## config.mk

```make
export PLATFORM = sky130hd
export DESIGN_NAME = latched_chr_bank_mapper_flat
export DESIGN_NICKNAME = d
export VERILOG_FILES = /design/src/lcbm_pkg.sv /design/src/lcbm_req_if.sv /design/src/lcbm_rsp_if.sv /design/src/lcbm_apb.sv /design/src/lcbm_bank_state.sv /design/src/lcbm_xlate.sv /design/src/latched_chr_bank_mapper.sv /design/src/flat_wrapper.sv
export VERILOG_INCLUDE_DIRS = /design/src /design/src/src
export SDC_FILE = /design/constraint.sdc
export NUM_CORES = 1
export LEC_CHECK = 0
export BUFFER_PORTS_ARGS = -buffer_cell sky130_fd_sc_hd__buf_2
export CORE_ASPECT_RATIO = 1.75
export CORE_MARGIN = 5
export CORE_UTILIZATION = 57
export DETAILED_ROUTE_END_ITERATION = 8
export PLACE_DENSITY = 0.95
export SLEW_MARGIN = 15
export SYNTH_ARGS = -nofsm -noshare
export SYNTH_HDL_FRONTEND = slang
export SYNTH_SLANG_ARGS = --single-unit
```

## constraint.sdc

```tcl
create_clock -name clk -period 8.4 [get_ports clk]
set_input_delay 0 -clock clk [delete_from_list [all_inputs] [get_ports clk]]
set_output_delay 0 -clock clk [all_outputs]
set_load 0.01 [all_outputs]
```

## src/latched_chr_bank_mapper_defines.svh

```systemverilog
// Assertion macros shared by the latched CHR bank mapper RTL.
`ifndef LATCHED_CHR_BANK_MAPPER_DEFINES_SVH
`define LATCHED_CHR_BANK_MAPPER_DEFINES_SVH

// Same-cycle implication, checked at every clk edge outside reset.
`define LCBM_ASSERT_IMPL(label, ante, cons) \
  label: assert property (@(posedge clk) disable iff (rst) (ante) |-> (cons)) \
    else $error("lcbm assertion failed");

// Next-cycle implication, checked at every clk edge outside reset.
`define LCBM_ASSERT_NEXT(label, ante, cons) \
  label: assert property (@(posedge clk) disable iff (rst) (ante) |=> (cons)) \
    else $error("lcbm assertion failed");

`endif

```

## src/lcbm_pkg.sv

```systemverilog
// Package with types, constants and helpers of the latched CHR bank mapper.
`timescale 1ns / 1ps
`default_nettype none
package lcbm_pkg;

  localparam int APB_ADDR_W = 3;
  localparam int APB_DATA_W = 32;
  localparam int COUNT_W    = 5;
  localparam int NUM_BANKS  = 6;
  localparam int BANK_IDX_W = 3;

  // register index of the configuration port
  localparam logic REG_PRG_BANK_COUNT = 1'b0;

  localparam logic [COUNT_W-1:0] PRG_COUNT_RESET = 5'd16;
  localparam logic [COUNT_W-1:0] PRG_COUNT_MIN   = 5'd4;
  localparam logic [COUNT_W-1:0] PRG_COUNT_MAX   = 5'd16;

  // bank register roles
  localparam logic [BANK_IDX_W-1:0] BANK_PRG    = 3'd0;
  localparam logic [BANK_IDX_W-1:0] BANK_CHR_LO = 3'd1;
  localparam logic [BANK_IDX_W-1:0] BANK_MIRROR = 3'd5;

  localparam logic [3:0] BANK_WIN_BASE = 4'hA;
  localparam logic [7:0] TILE_FD       = 8'hFD;
  localparam logic [7:0] TILE_FE       = 8'hFE;

  typedef enum logic [1:0] {
    OP_CPU_RD = 2'd0,
    OP_CPU_WR = 2'd1,
    OP_PPU_RD = 2'd2,
    OP_PPU_WR = 2'd3
  } op_t;

  typedef enum logic [1:0] {
    REGION_PRG_RAM = 2'd0,
    REGION_PRG_ROM = 2'd1,
    REGION_CHR     = 2'd2,
    REGION_NT      = 2'd3
  } region_t;

  typedef logic [NUM_BANKS-1:0][7:0] bank_file_t;

  typedef struct packed {
    logic                  bank_we;
    logic [BANK_IDX_W-1:0] bank_idx;
    logic [7:0]            bank_data;
    logic                  latch_we;
    logic                  latch_half;
    logic                  latch_val;
  } state_upd_t;

  typedef struct packed {
    logic        hit;
    logic [1:0]  region;
    logic [16:0] offset;
  } xlate_res_t;

  // Switched bank modulo the bank count: bank < 16 and count >= 4,
  // so three conditional subtracts always land below count.
  function automatic logic [3:0] prg_bank_wrap(input logic [3:0] bank,
                                               input logic [COUNT_W-1:0] count);
    logic [COUNT_W-1:0] v;
    v = {1'b0, bank};
    for (int i = 0; i < 3; i++) begin
      if (v >= count) begin
        v = v - count;
      end
    end
    return v[3:0];
  endfunction

endpackage
`default_nettype wire

```

## src/lcbm_req_if.sv

```systemverilog
// Bus access channel interface: valid/ready plus op, addr and data.
`timescale 1ns / 1ps
`default_nettype none
interface lcbm_req_if;
  logic        valid;
  logic        ready;
  logic [1:0]  op;
  logic [15:0] addr;
  logic [7:0]  data;

  modport source (output valid, output op, output addr, output data, input ready);
  modport sink (input valid, input op, input addr, input data, output ready);
endinterface
`default_nettype wire

```

## src/lcbm_rsp_if.sv

```systemverilog
// Translation result channel interface: valid/ready plus hit, region and offset.
`timescale 1ns / 1ps
`default_nettype none
interface lcbm_rsp_if;
  logic        valid;
  logic        ready;
  logic        hit;
  logic [1:0]  region;
  logic [16:0] offset;

  modport source (output valid, output hit, output region, output offset, input ready);
  modport sink (input valid, input hit, input region, input offset, output ready);
endinterface
`default_nettype wire

```

## src/lcbm_apb.sv

```systemverilog
// APB configuration register holding the PRG bank count.
`timescale 1ns / 1ps
`default_nettype none
module lcbm_apb (
  input  wire logic                                clk,
  input  wire logic                                rst,
  input  wire logic                                psel,
  input  wire logic                                penable,
  input  wire logic                                pwrite,
  input  wire logic [lcbm_pkg::APB_ADDR_W-1:0]     paddr,
  input  wire logic [lcbm_pkg::APB_DATA_W-1:0]     pwdata,
  output logic      [lcbm_pkg::APB_DATA_W-1:0]     prdata,
  output logic                                     pready,
  output logic      [lcbm_pkg::COUNT_W-1:0]        count_eff
);

  logic [lcbm_pkg::COUNT_W-1:0] prg_bank_count;
  logic                         sel_count;

  assign pready    = 1'b1;
  assign sel_count = (paddr[2] == lcbm_pkg::REG_PRG_BANK_COUNT);

  always_ff @(posedge clk) begin
    if (rst) begin
      prg_bank_count <= lcbm_pkg::PRG_COUNT_RESET;
    end else if (psel && penable && pwrite && pready && sel_count) begin
      prg_bank_count <= pwdata[lcbm_pkg::COUNT_W-1:0];
    end
  end

  always_comb begin
    prdata = '0;
    if (sel_count) begin
      prdata = {{(lcbm_pkg::APB_DATA_W-lcbm_pkg::COUNT_W){1'b0}}, prg_bank_count};
    end
  end

  // clamp into the supported 4..16 range
  always_comb begin
    if (prg_bank_count < lcbm_pkg::PRG_COUNT_MIN) begin
      count_eff = lcbm_pkg::PRG_COUNT_MIN;
    end else if (prg_bank_count > lcbm_pkg::PRG_COUNT_MAX) begin
      count_eff = lcbm_pkg::PRG_COUNT_MAX;
    end else begin
      count_eff = prg_bank_count;
    end
  end

endmodule
`default_nettype wire

```

## src/lcbm_bank_state.sv

```systemverilog
// Bank registers and CHR tile latches, written only by translated accesses.
`timescale 1ns / 1ps
`default_nettype none
module lcbm_bank_state (
  input  wire logic                 clk,
  input  wire logic                 rst,
  input  wire lcbm_pkg::state_upd_t upd,
  output lcbm_pkg::bank_file_t      bank_regs,
  output logic [1:0]                latches
);

  always_ff @(posedge clk) begin
    if (rst) begin
      bank_regs <= '0;
      latches   <= '0;
    end else begin
      if (upd.bank_we) begin
        bank_regs[upd.bank_idx] <= upd.bank_data;
      end
      if (upd.latch_we) begin
        latches[upd.latch_half] <= upd.latch_val;
      end
    end
  end

endmodule
`default_nettype wire

```

## src/lcbm_xlate.sv

```systemverilog
// Address decode: region, offset and state update for one bus access.
`timescale 1ns / 1ps
`default_nettype none
module lcbm_xlate (
  input  wire logic                            fire,
  input  wire logic [1:0]                      op,
  input  wire logic [15:0]                     addr,
  input  wire logic [7:0]                      data,
  input  wire logic [lcbm_pkg::COUNT_W-1:0]    count_eff,
  input  wire lcbm_pkg::bank_file_t            bank_regs,
  input  wire logic [1:0]                      latches,
  output lcbm_pkg::xlate_res_t                 res,
  output lcbm_pkg::state_upd_t                 upd
);

  logic                                is_cpu;
  logic                                half;
  logic [lcbm_pkg::BANK_IDX_W-1:0]     chr_idx;
  logic [7:0]                          chr_reg;
  logic [3:0]                          prg_sw_bank;
  logic [lcbm_pkg::COUNT_W:0]          fixed_sum;
  logic [3:0]                          fixed_bank;
  logic [3:0]                          win_idx;
  logic                                nt_second;
  logic [7:0]                          tile;

  assign is_cpu  = (op == lcbm_pkg::OP_CPU_RD) || (op == lcbm_pkg::OP_CPU_WR);
  assign half    = addr[12];
  assign chr_idx = lcbm_pkg::BANK_CHR_LO + {1'b0, half, 1'b0} + {2'b00, latches[half]};
  assign chr_reg = bank_regs[chr_idx];
  assign tile    = addr[11:4];

  assign prg_sw_bank = lcbm_pkg::prg_bank_wrap(bank_regs[lcbm_pkg::BANK_PRG][3:0], count_eff);
  // $A000 -> count-3, $C000 -> count-2, $E000 -> count-1
  assign fixed_sum  = {1'b0, count_eff} + {3'b000, addr[15:13]} - 6'd8;
  assign fixed_bank = fixed_sum[3:0];
  assign win_idx    = addr[15:12] - lcbm_pkg::BANK_WIN_BASE;

  // horizontal when bit 0 set: second table for $2800 and up
  assign nt_second = bank_regs[lcbm_pkg::BANK_MIRROR][0] ? addr[11] : addr[10];

  always_comb begin
    res = '0;
    if (is_cpu) begin
      if (addr[15:13] == 3'b011) begin
        res.hit    = 1'b1;
        res.region = lcbm_pkg::REGION_PRG_RAM;
        res.offset = {4'b0000, addr[12:0]};
      end else if (addr[15:13] == 3'b100) begin
        res.hit    = 1'b1;
        res.region = lcbm_pkg::REGION_PRG_ROM;
        res.offset = {prg_sw_bank, addr[12:0]};
      end else if (addr >= 16'hA000) begin
        res.hit    = 1'b1;
        res.region = lcbm_pkg::REGION_PRG_ROM;
        res.offset = {fixed_bank, addr[12:0]};
      end
    end else begin
      if (addr[15:13] == 3'b000) begin
        res.hit    = 1'b1;
        res.region = lcbm_pkg::REGION_CHR;
        res.offset = {chr_reg[4:0], addr[11:0]};
      end else if (addr[15:12] == 4'h2) begin
        res.hit    = 1'b1;
        res.region = lcbm_pkg::REGION_NT;
        res.offset = {6'b000000, nt_second, addr[9:0]};
      end
    end
  end

  always_comb begin
    upd            = '0;
    upd.bank_idx   = win_idx[lcbm_pkg::BANK_IDX_W-1:0];
    upd.bank_data  = data;
    upd.latch_half = half;
    upd.latch_val  = (tile == lcbm_pkg::TILE_FE);
    upd.bank_we    = fire && (op == lcbm_pkg::OP_CPU_WR) && (addr >= 16'hA000);
    upd.latch_we   = fire && (op == lcbm_pkg::OP_PPU_RD) && (addr[15:13] == 3'b000)
                     && ((tile == lcbm_pkg::TILE_FD) || (tile == lcbm_pkg::TILE_FE));
  end

endmodule
`default_nettype wire

```

## src/latched_chr_bank_mapper.sv

```systemverilog
// Top level of the latched CHR bank mapper: access stage, decode, result register.
// An access taken on req is staged, then decoded into the result register on rsp.
// Throughput: one access per clock; the access stage and the result register
//   form a two-entry pipeline, so req stays ready while rsp is taken each cycle.
// Reset (rst, synchronous): clears bank registers, tile latches and both valid
//   flags, and sets the PRG bank count to 16.
`timescale 1ns / 1ps
`default_nettype none
`include "latched_chr_bank_mapper_defines.svh"
module latched_chr_bank_mapper (
  input  wire logic                            clk,
  input  wire logic                            rst,
  lcbm_req_if.sink                             req,
  lcbm_rsp_if.source                           rsp,
  input  wire logic                            psel,
  input  wire logic                            penable,
  input  wire logic                            pwrite,
  input  wire logic [lcbm_pkg::APB_ADDR_W-1:0] paddr,
  input  wire logic [lcbm_pkg::APB_DATA_W-1:0] pwdata,
  output logic      [lcbm_pkg::APB_DATA_W-1:0] prdata,
  output logic                                 pready
);

  // access stage (input register)
  logic        acc_valid;
  logic [1:0]  acc_op;
  logic [15:0] acc_addr;
  logic [7:0]  acc_data;

  // result register
  logic        res_valid;
  lcbm_pkg::xlate_res_t res_q;

  logic                           advance;
  logic [lcbm_pkg::COUNT_W-1:0]   count_eff;
  lcbm_pkg::bank_file_t           bank_regs;
  logic [1:0]                     latches;
  lcbm_pkg::xlate_res_t           res_d;
  lcbm_pkg::state_upd_t           upd;

  // Move the staged access into the result register when that slot is free
  // or being drained this cycle. State updates ride on the same edge, so the
  // next staged access already sees them.
  assign advance   = acc_valid && (!res_valid || rsp.ready);
  assign req.ready = !acc_valid || advance;

  lcbm_apb u_apb (
    .clk       (clk),
    .rst       (rst),
    .psel      (psel),
    .penable   (penable),
    .pwrite    (pwrite),
    .paddr     (paddr),
    .pwdata    (pwdata),
    .prdata    (prdata),
    .pready    (pready),
    .count_eff (count_eff)
  );

  lcbm_bank_state u_state (
    .clk       (clk),
    .rst       (rst),
    .upd       (upd),
    .bank_regs (bank_regs),
    .latches   (latches)
  );

  // Decode reads the state from before this access's own update.
  lcbm_xlate u_xlate (
    .fire      (advance),
    .op        (acc_op),
    .addr      (acc_addr),
    .data      (acc_data),
    .count_eff (count_eff),
    .bank_regs (bank_regs),
    .latches   (latches),
    .res       (res_d),
    .upd       (upd)
  );

  // Hold the access stage until it advances; load on each req transfer.
  always_ff @(posedge clk) begin
    if (rst) begin
      acc_valid <= 1'b0;
    end else if (req.ready) begin
      acc_valid <= req.valid;
    end
  end

  always_ff @(posedge clk) begin
    if (req.valid && req.ready) begin
      acc_op   <= req.op;
      acc_addr <= req.addr;
      acc_data <= req.data;
    end
  end

  // Result register: drop when taken, refill on advance.
  always_ff @(posedge clk) begin
    if (rst) begin
      res_valid <= 1'b0;
    end else if (advance) begin
      res_valid <= 1'b1;
    end else if (rsp.ready) begin
      res_valid <= 1'b0;
    end
  end

  always_ff @(posedge clk) begin
    if (advance) begin
      res_q <= res_d;
    end
  end

  assign rsp.valid  = res_valid;
  assign rsp.hit    = res_q.hit;
  assign rsp.region = res_q.region;
  assign rsp.offset = res_q.offset;

  // A miss always reports region zero and offset zero.
  `LCBM_ASSERT_IMPL(a_miss_zero, rsp.valid && !rsp.hit, rsp.region == 2'd0 && rsp.offset == 17'd0)
  // A staged access that cannot advance must still be staged next cycle.
  `LCBM_ASSERT_NEXT(a_stage_hold, acc_valid && !advance, acc_valid)
  // An empty access stage never stalls the request side.
  `LCBM_ASSERT_IMPL(a_ready_when_empty, !acc_valid, req.ready)
  // PRG RAM offsets stay inside the 8KB window.
  `LCBM_ASSERT_IMPL(a_prg_ram_range,
    rsp.valid && rsp.hit && rsp.region == lcbm_pkg::REGION_PRG_RAM, rsp.offset[16:13] == 4'd0)

endmodule
`default_nettype wire

```

## src/flat_wrapper.sv

```systemverilog
// flat-port wrapper written by rule: the top's interface ports become plain ports
module latched_chr_bank_mapper_flat 
  (clk, rst, psel, penable, pwrite, paddr, pwdata, prdata, pready, req_valid, req_op, req_addr, req_data, req_ready, rsp_valid, rsp_hit, rsp_region, rsp_offset, rsp_ready);
  lcbm_req_if req_i ();
  lcbm_rsp_if rsp_i ();
  input  wire logic clk;
  input  wire logic rst;
  input  wire logic psel;
  input  wire logic penable;
  input  wire logic pwrite;
  input  wire logic [lcbm_pkg::APB_ADDR_W-1:0] paddr;
  input  wire logic [lcbm_pkg::APB_DATA_W-1:0] pwdata;
  output logic      [lcbm_pkg::APB_DATA_W-1:0] prdata;
  output logic pready;
  input wire logic [$bits(req_i.valid)-1:0] req_valid;
  input wire logic [$bits(req_i.op)-1:0] req_op;
  input wire logic [$bits(req_i.addr)-1:0] req_addr;
  input wire logic [$bits(req_i.data)-1:0] req_data;
  output wire logic [$bits(req_i.ready)-1:0] req_ready;
  output wire logic [$bits(rsp_i.valid)-1:0] rsp_valid;
  output wire logic [$bits(rsp_i.hit)-1:0] rsp_hit;
  output wire logic [$bits(rsp_i.region)-1:0] rsp_region;
  output wire logic [$bits(rsp_i.offset)-1:0] rsp_offset;
  input wire logic [$bits(rsp_i.ready)-1:0] rsp_ready;
  assign req_i.valid = req_valid;
  assign req_i.op = req_op;
  assign req_i.addr = req_addr;
  assign req_i.data = req_data;
  assign req_ready = req_i.ready;
  assign rsp_valid = rsp_i.valid;
  assign rsp_hit = rsp_i.hit;
  assign rsp_region = rsp_i.region;
  assign rsp_offset = rsp_i.offset;
  assign rsp_i.ready = rsp_ready;
  latched_chr_bank_mapper u_core (.clk(clk), .rst(rst), .req(req_i), .rsp(rsp_i), .psel(psel), .penable(penable), .pwrite(pwrite), .paddr(paddr), .pwdata(pwdata), .prdata(prdata), .pready(pready));
endmodule
```

### Yosys cells after proc, flatten, opt, wreduce, memory -nomap -nowiden

Cells that the tools add are included.

| word-level totals | value |
|---|---|
| register bits after elaboration | 103 |
| bits of input ports | 68 |
| output and inout bits | 55 |
| logic and storage cells | 89 |

| operators by class | value |
|---|---|
| $lt $le $gt $ge | 11 |
| multiplexer cells | 25 |
| equal/unequal tests | 7 |
| reduce and logical (&&, ||, !) cells | 21 |
| bitwise operators | 1 |
| add/subtract/negate cells | 8 |

Operators by type and width:

| operator | count |
|---|---|
| 20-bit two-way mux | 6 |
| 48-bit bitwise mux | 1 |
| 5-bit two-way mux | 6 |
| 8-bit binary-select mux with 3-bit select | 1 |
| 8-bit demux with 3-bit select | 1 |
| 8-bit equality test (second input constant) | 2 |
| 16-bit greater-or-equal comparator (second input constant) | 1 |
| 1-bit logical AND | 12 |
| 5-bit greater-or-equal comparator | 2 |
| 3-bit by 4-bit < comparator with 1-bit output (second input constant) | 2 |
| 8-bit two-way mux | 1 |
| 1-bit two-way mux | 6 |
| 4-bit by 5-bit greater-or-equal comparator with 1-bit output | 1 |
| 5-bit greater-than comparator (second input constant) | 1 |
| 5-bit by 3-bit < comparator with 1-bit output (second input constant) | 1 |
| 4-bit by 5-bit subtractor with 5-bit output | 1 |
| 5-bit subtractor | 1 |
| 4-bit by 3-bit adder with 4-bit output | 1 |
| 4-bit by 2-bit equality test with 1-bit output (second input constant) | 1 |
| 1-bit logical OR | 4 |
| 4-bit two-way mux | 1 |
| 4-bit subtractor | 1 |
| 4-bit subtractor (second input constant) | 1 |
| 1-bit by 2-bit adder with 3-bit output (first input constant) | 1 |
| other kinds (16) | 17 |

### Depth between registers and ports, before layout

| logic depth | value |
|---|---|
| depth after elaboration | 12 |
| mapped depth | 22 |
| mapped depth without buffers | 21 |

### Cells and area by module

Synthesis repeated with hierarchy kept, for this count alone.

| unflattened totals | value |
|---|---|
| cells, all modules | 536 |
| area, all modules | 5,474.0 um2 |

By module, submodules not included:

| module | area each (um2) | seq. area each (um2) | instances | cells an instance |
|---|---|---|---|---|
| lcbm_bank_state | 1,855.5 | 1,001.0 | 1 | 202 |
| lcbm_xlate | 1,612.8 | 0.0 | 1 | 211 |
| latched_chr_bank_mapper | 1,485.2 | 1,421.4 | 1 | 56 |
| lcbm_apb | 520.5 | 100.1 | 1 | 67 |

### Worst setup path after synthesis

No wires, ideal clock.

| timing | value |
|---|---|
| path kind | register -> register |
| start point | register u_core.u_apb.prg_bank_count[4] in the netlist's numbering |
| end point | register u_core.res_q (netlist bit u_core.rsp.offset[16]), data pin |
| stages on the path, launching flop included | 23 |
| required time | 8.142 ns |
| data arrival time | 4.522 ns |
| path slack | 3.619 ns |
| clock period less this slack | 4.781 ns |
| path buffers | 1 |
| library setup time | 0.258 ns |
| cell sequence | dfxtp_1 -> buf_2 -> inv_2 -> o21ai_0 -> or2_2 -> ha_1 -> nor2b_1 -> o21ai_1 -> a21oi_1 -> mux2i_1 -> inv_1 -> ha_1 -> nand2b_1 -> a21oi_1 -> o22ai_1 -> mux2_4 -> ha_1 -> nor2b_1 -> o21ai_0 -> a31oi_1 -> nor2_1 -> a211oi_1 -> o21ai_1 |

RTL lines:

| what | line | RTL |
|---|---|---|
| from (decl) | lcbm_apb.sv:17 | `logic [lcbm_pkg::COUNT_W-1:0] prg_bank_count;` |
| from (signal assigned) | lcbm_apb.sv:25 | `prg_bank_count <= lcbm_pkg::PRG_COUNT_RESET;` |
| from (signal assigned) | lcbm_apb.sv:27 | `prg_bank_count <= pwdata[lcbm_pkg::COUNT_W-1:0];` |
| to (signal assigned) | latched_chr_bank_mapper.sv:111 | `res_q <= res_d;` |
| to (decl) | latched_chr_bank_mapper.sv:32 | `lcbm_pkg::xlate_res_t res_q;` |

==> reports/results.txt <==
Wire per inst: 17.4 µm
Standard-cell rows: 42
Crit share post-route: 0.689
# diodes: 0
Setup tns final: 0 ns
First-pass GRT wire length: 16700 µm
Starting Density: 0.583
Detailed Route Iter0 Violations: 288
Max frequency: 0.173 GHz
H-tree levels: 3
Clock period minus worst slack: 5.79 ns
Outcome: complete, no violations
Async set-reset flop share out of synthesis: 0
Cells after Synth: 405
DP Area: 4660 µm²
Die W: 76.5 µm
CP Data Required Time: 8.48 ns
Area delta synth->final: 18.8%
Fin Hold WS: 0.182 ns
Clk pin slew, worst setup/hold paths: 0.07 ns
Total track usage: 0.218
Top cells by area, synth: edfxtp_1 (29%), dfxtp_1 (18%), mux2i_1 (10%), ha_1 (5.1%), buf_4 (4.9%)
# nets final: 584
RSZ-0062 raised after global routing: no
Setup crit end kind: register
CTS tree: done
Leading area contributor after synthesis: edfxtp_1
CTS sink cnt: 82
DRC viols: 0
Pins Over Slew Limit: 0
Clock tree buffer depth: 2
Most numerous cell in the Yosys netlist: nor2_1
Setup CP Type: register to register
Vias/cell: 5.69
Syn. warnings: 0
Pleak: 2.27 nW
Most used DFF post-synth: edfxtp_1
Max Cap Viol: 0
Global placer's final weighted congestion: 1.01
Worst slew margin: 0.291
Unique masters post-synth: 63
Vias in the first global route: 3503
PD cells: 171 nW/µm²
Final Instance Area: 5240 µm²
Largest net degree at the start of global routing: 40
Core box area: 7570 µm²
HPWL Detailed: 6930 µm
Fin util: 0.692
Final setup violation count: 0
Layout fillers: 519
VDD IR-drop max: 0.154 mV
CP Max Fanout: 9
CP arrival: 5.87 ns
Port Buffers: 62
Post-DRT Antenna Nets: 0
Share of layout cells above drive strength 1: 0.198
Initial antenna violation count: 0
Clock Latency Late Sink: 0.35 ns
Final WL: 10200 µm
GR Overflow Total: 0
Die area: 9660 µm²
Sequential-to-total area share from yosys stat: 0.470
Startpoint types: register
Number of enable flip-flop cells after synthesis: 43
IO Count: 123
Mapped Area: 4410 µm²
Post-Syn Area per Cell: 10.9 µm²
Endpoints failing hold: 0
Height of the die: 126 µm
Top cell type's share of synthesized area: 0.293
Worst-margin pin slew: 1.06 ns
Synthesized flop and latch total: 82
DP Cell Count: 541
Skew final: 0.0165 ns
Worst hold path type: primary input to register
Non-filler instance count after layout: 587
Vias: 3341
Root Buffer Master: clkbuf_16
Synth cell count leaders: nor2_1 (57), mux2i_1 (44), edfxtp_1 (43), dfxtp_1 (39), buf_4 (29)
CTS Buf Count: 9
Pre-antenna DRT Iters: 5
==> repair_timing <==
item,in CTS,in global routing
buffers inserted,0,0
hold endpoints to repair,30,0
hold buffers,30,0
gates resized for setup,0,0
endpoints found under the setup margin,0,0
==> layer usage <==
metal  up-vias  global-route usage  share of wire
li1       1567                   -              -
met1      1566               0.228           0.35
met2       158               0.375           0.52
met3        50              0.0582          0.064
met4         0               0.151          0.062
met5         -                   0              0
==> state kept, by name, indices dropped and copies added (netlist names), 2 cells and up <==
name	cells
u_core.u_state.bank_regs	30
u_core.rsp.offset	17
u_core.acc_addr	16
u_core.acc_data	5
u_core.u_apb.prg_bank_count	5
u_core.acc_op	2
u_core.rsp.region	2
u_core.u_state.latches	2
==> report_power, final <==
part	internal (mW)	switching, mW	total (mW)	leakage [nW]
logic	0.0352	0.0451	0.0803	1.40
clock network	0.202	0.163	0.365	0.140
registers	0.437	0.0110	0.448	0.729
==> layout by cell type, fill, tap and decap left out, types with 3 or more instances in the layout <==
| cell type | count |
|---|---|
| o21ai_0 | 12 |
| o21a_1 | 5 |
| dfxtp_1 | 39 |
| a21oi_1 | 13 |
| or2_2 | 3 |
| o211ai_1 | 3 |
| mux2_2 | 3 |
| conb_1 | 28 |
| nor2_1 | 57 |
| inv_1 | 15 |
| edfxtp_1 | 43 |
| o21ai_1 | 4 |
| buf_2 | 62 |
| and2_1 | 12 |
| xnor2_1 | 4 |
| ha_1 | 18 |
| clkbuf_16 | 9 |
| mux4_2 | 5 |
| nand2_1 | 11 |
| xor2_1 | 5 |
| o22ai_1 | 4 |
| a21o_1 | 3 |
| nor2b_1 | 5 |
| mux2i_1 | 44 |
| nand2b_1 | 4 |
| fa_1 | 4 |
| nand3_1 | 5 |
| dlygate4sd3_1 | 30 |
==> layout make-up <==
| type | count | area [µm²] | area share |
|---|---|---|---|
| clock buffers | 9 | 225 | 0.0430 |
| flip-flops and latches | 82 | 2070 | 0.396 |
| clock inverters | 7 | 51.3 | 0.00980 |
| inverters | 16 | 60.1 | 0.0115 |
| well taps | 88 | 110 | 0.0210 |
| repair buffers | 93 | 618 | 0.118 |
| multi-input cells | 292 | 2100 | 0.401 |
==> through the flow <==
stage / worst slack, ns / total power [mW]
detailed placement: 2.87 / 0.523
floorplan: 3.62 / 0.508
global route: 2.21 / 0.926
CTS: 2.78 / 0.889
global placement: 3.10 / 0.519
finish: 2.61 / 0.893
==> logic make-up after synthesis <==
kind of cell / count (synthesis) / share of synthesized area
AO/OA/AOI/OAI: 61 / 0.0897
XOR/XNOR: 9 / 0.0179
adder cells (fa/ha/maj): 22 / 0.0692
buffers and inverters: 57 / 0.0760
flip-flops: 82 / 0.470
multiplexers: 54 / 0.139
other: 2 / 0.00170
AND/OR/NAND/NOR: 118 / 0.136
==> critical path: stages, from the launching register on <==
cell      delay [ns]
dfxtp_1         0.42
inv_2           0.21
o21ai_0         0.14
or2_2           0.36
ha_1            0.33
nor2b_1         0.34
o21ai_1         0.15
a21oi_1         0.19
mux2i_1         0.47
inv_1           0.10
ha_1            0.31
nand2b_1        0.10
a21oi_1         0.10
o22ai_1         0.46
mux2_4          0.36
ha_1            0.30
nor2b_1         0.12
o21ai_0         0.09
a31oi_1         0.47
nor2_1          0.12
a211oi_1        0.27
o21ai_1         0.11
==> path summary, 6_finish.rpt <==
kind,start,endpoint,slack (ns),depth (start not counted)
max,u_core.u_apb.prg_bank_count[4]$_SDFFE_PP1P_,u_core.rsp.offset[16]$_DFFE_PP_,2.61,21
min,rst,u_core.u_state.bank_regs[41]$_SDFFE_PP0P_,0.18,2
max reg2reg,u_core.u_apb.prg_bank_count[4]$_SDFFE_PP1P_,u_core.rsp.offset[16]$_DFFE_PP_,2.61,21
min reg2reg,u_core.u_state.bank_regs[34]$_SDFFE_PP0P_,u_core.u_state.bank_regs[34]$_SDFFE_PP0P_,0.49,2
Power figures use the tool's default switching activity.
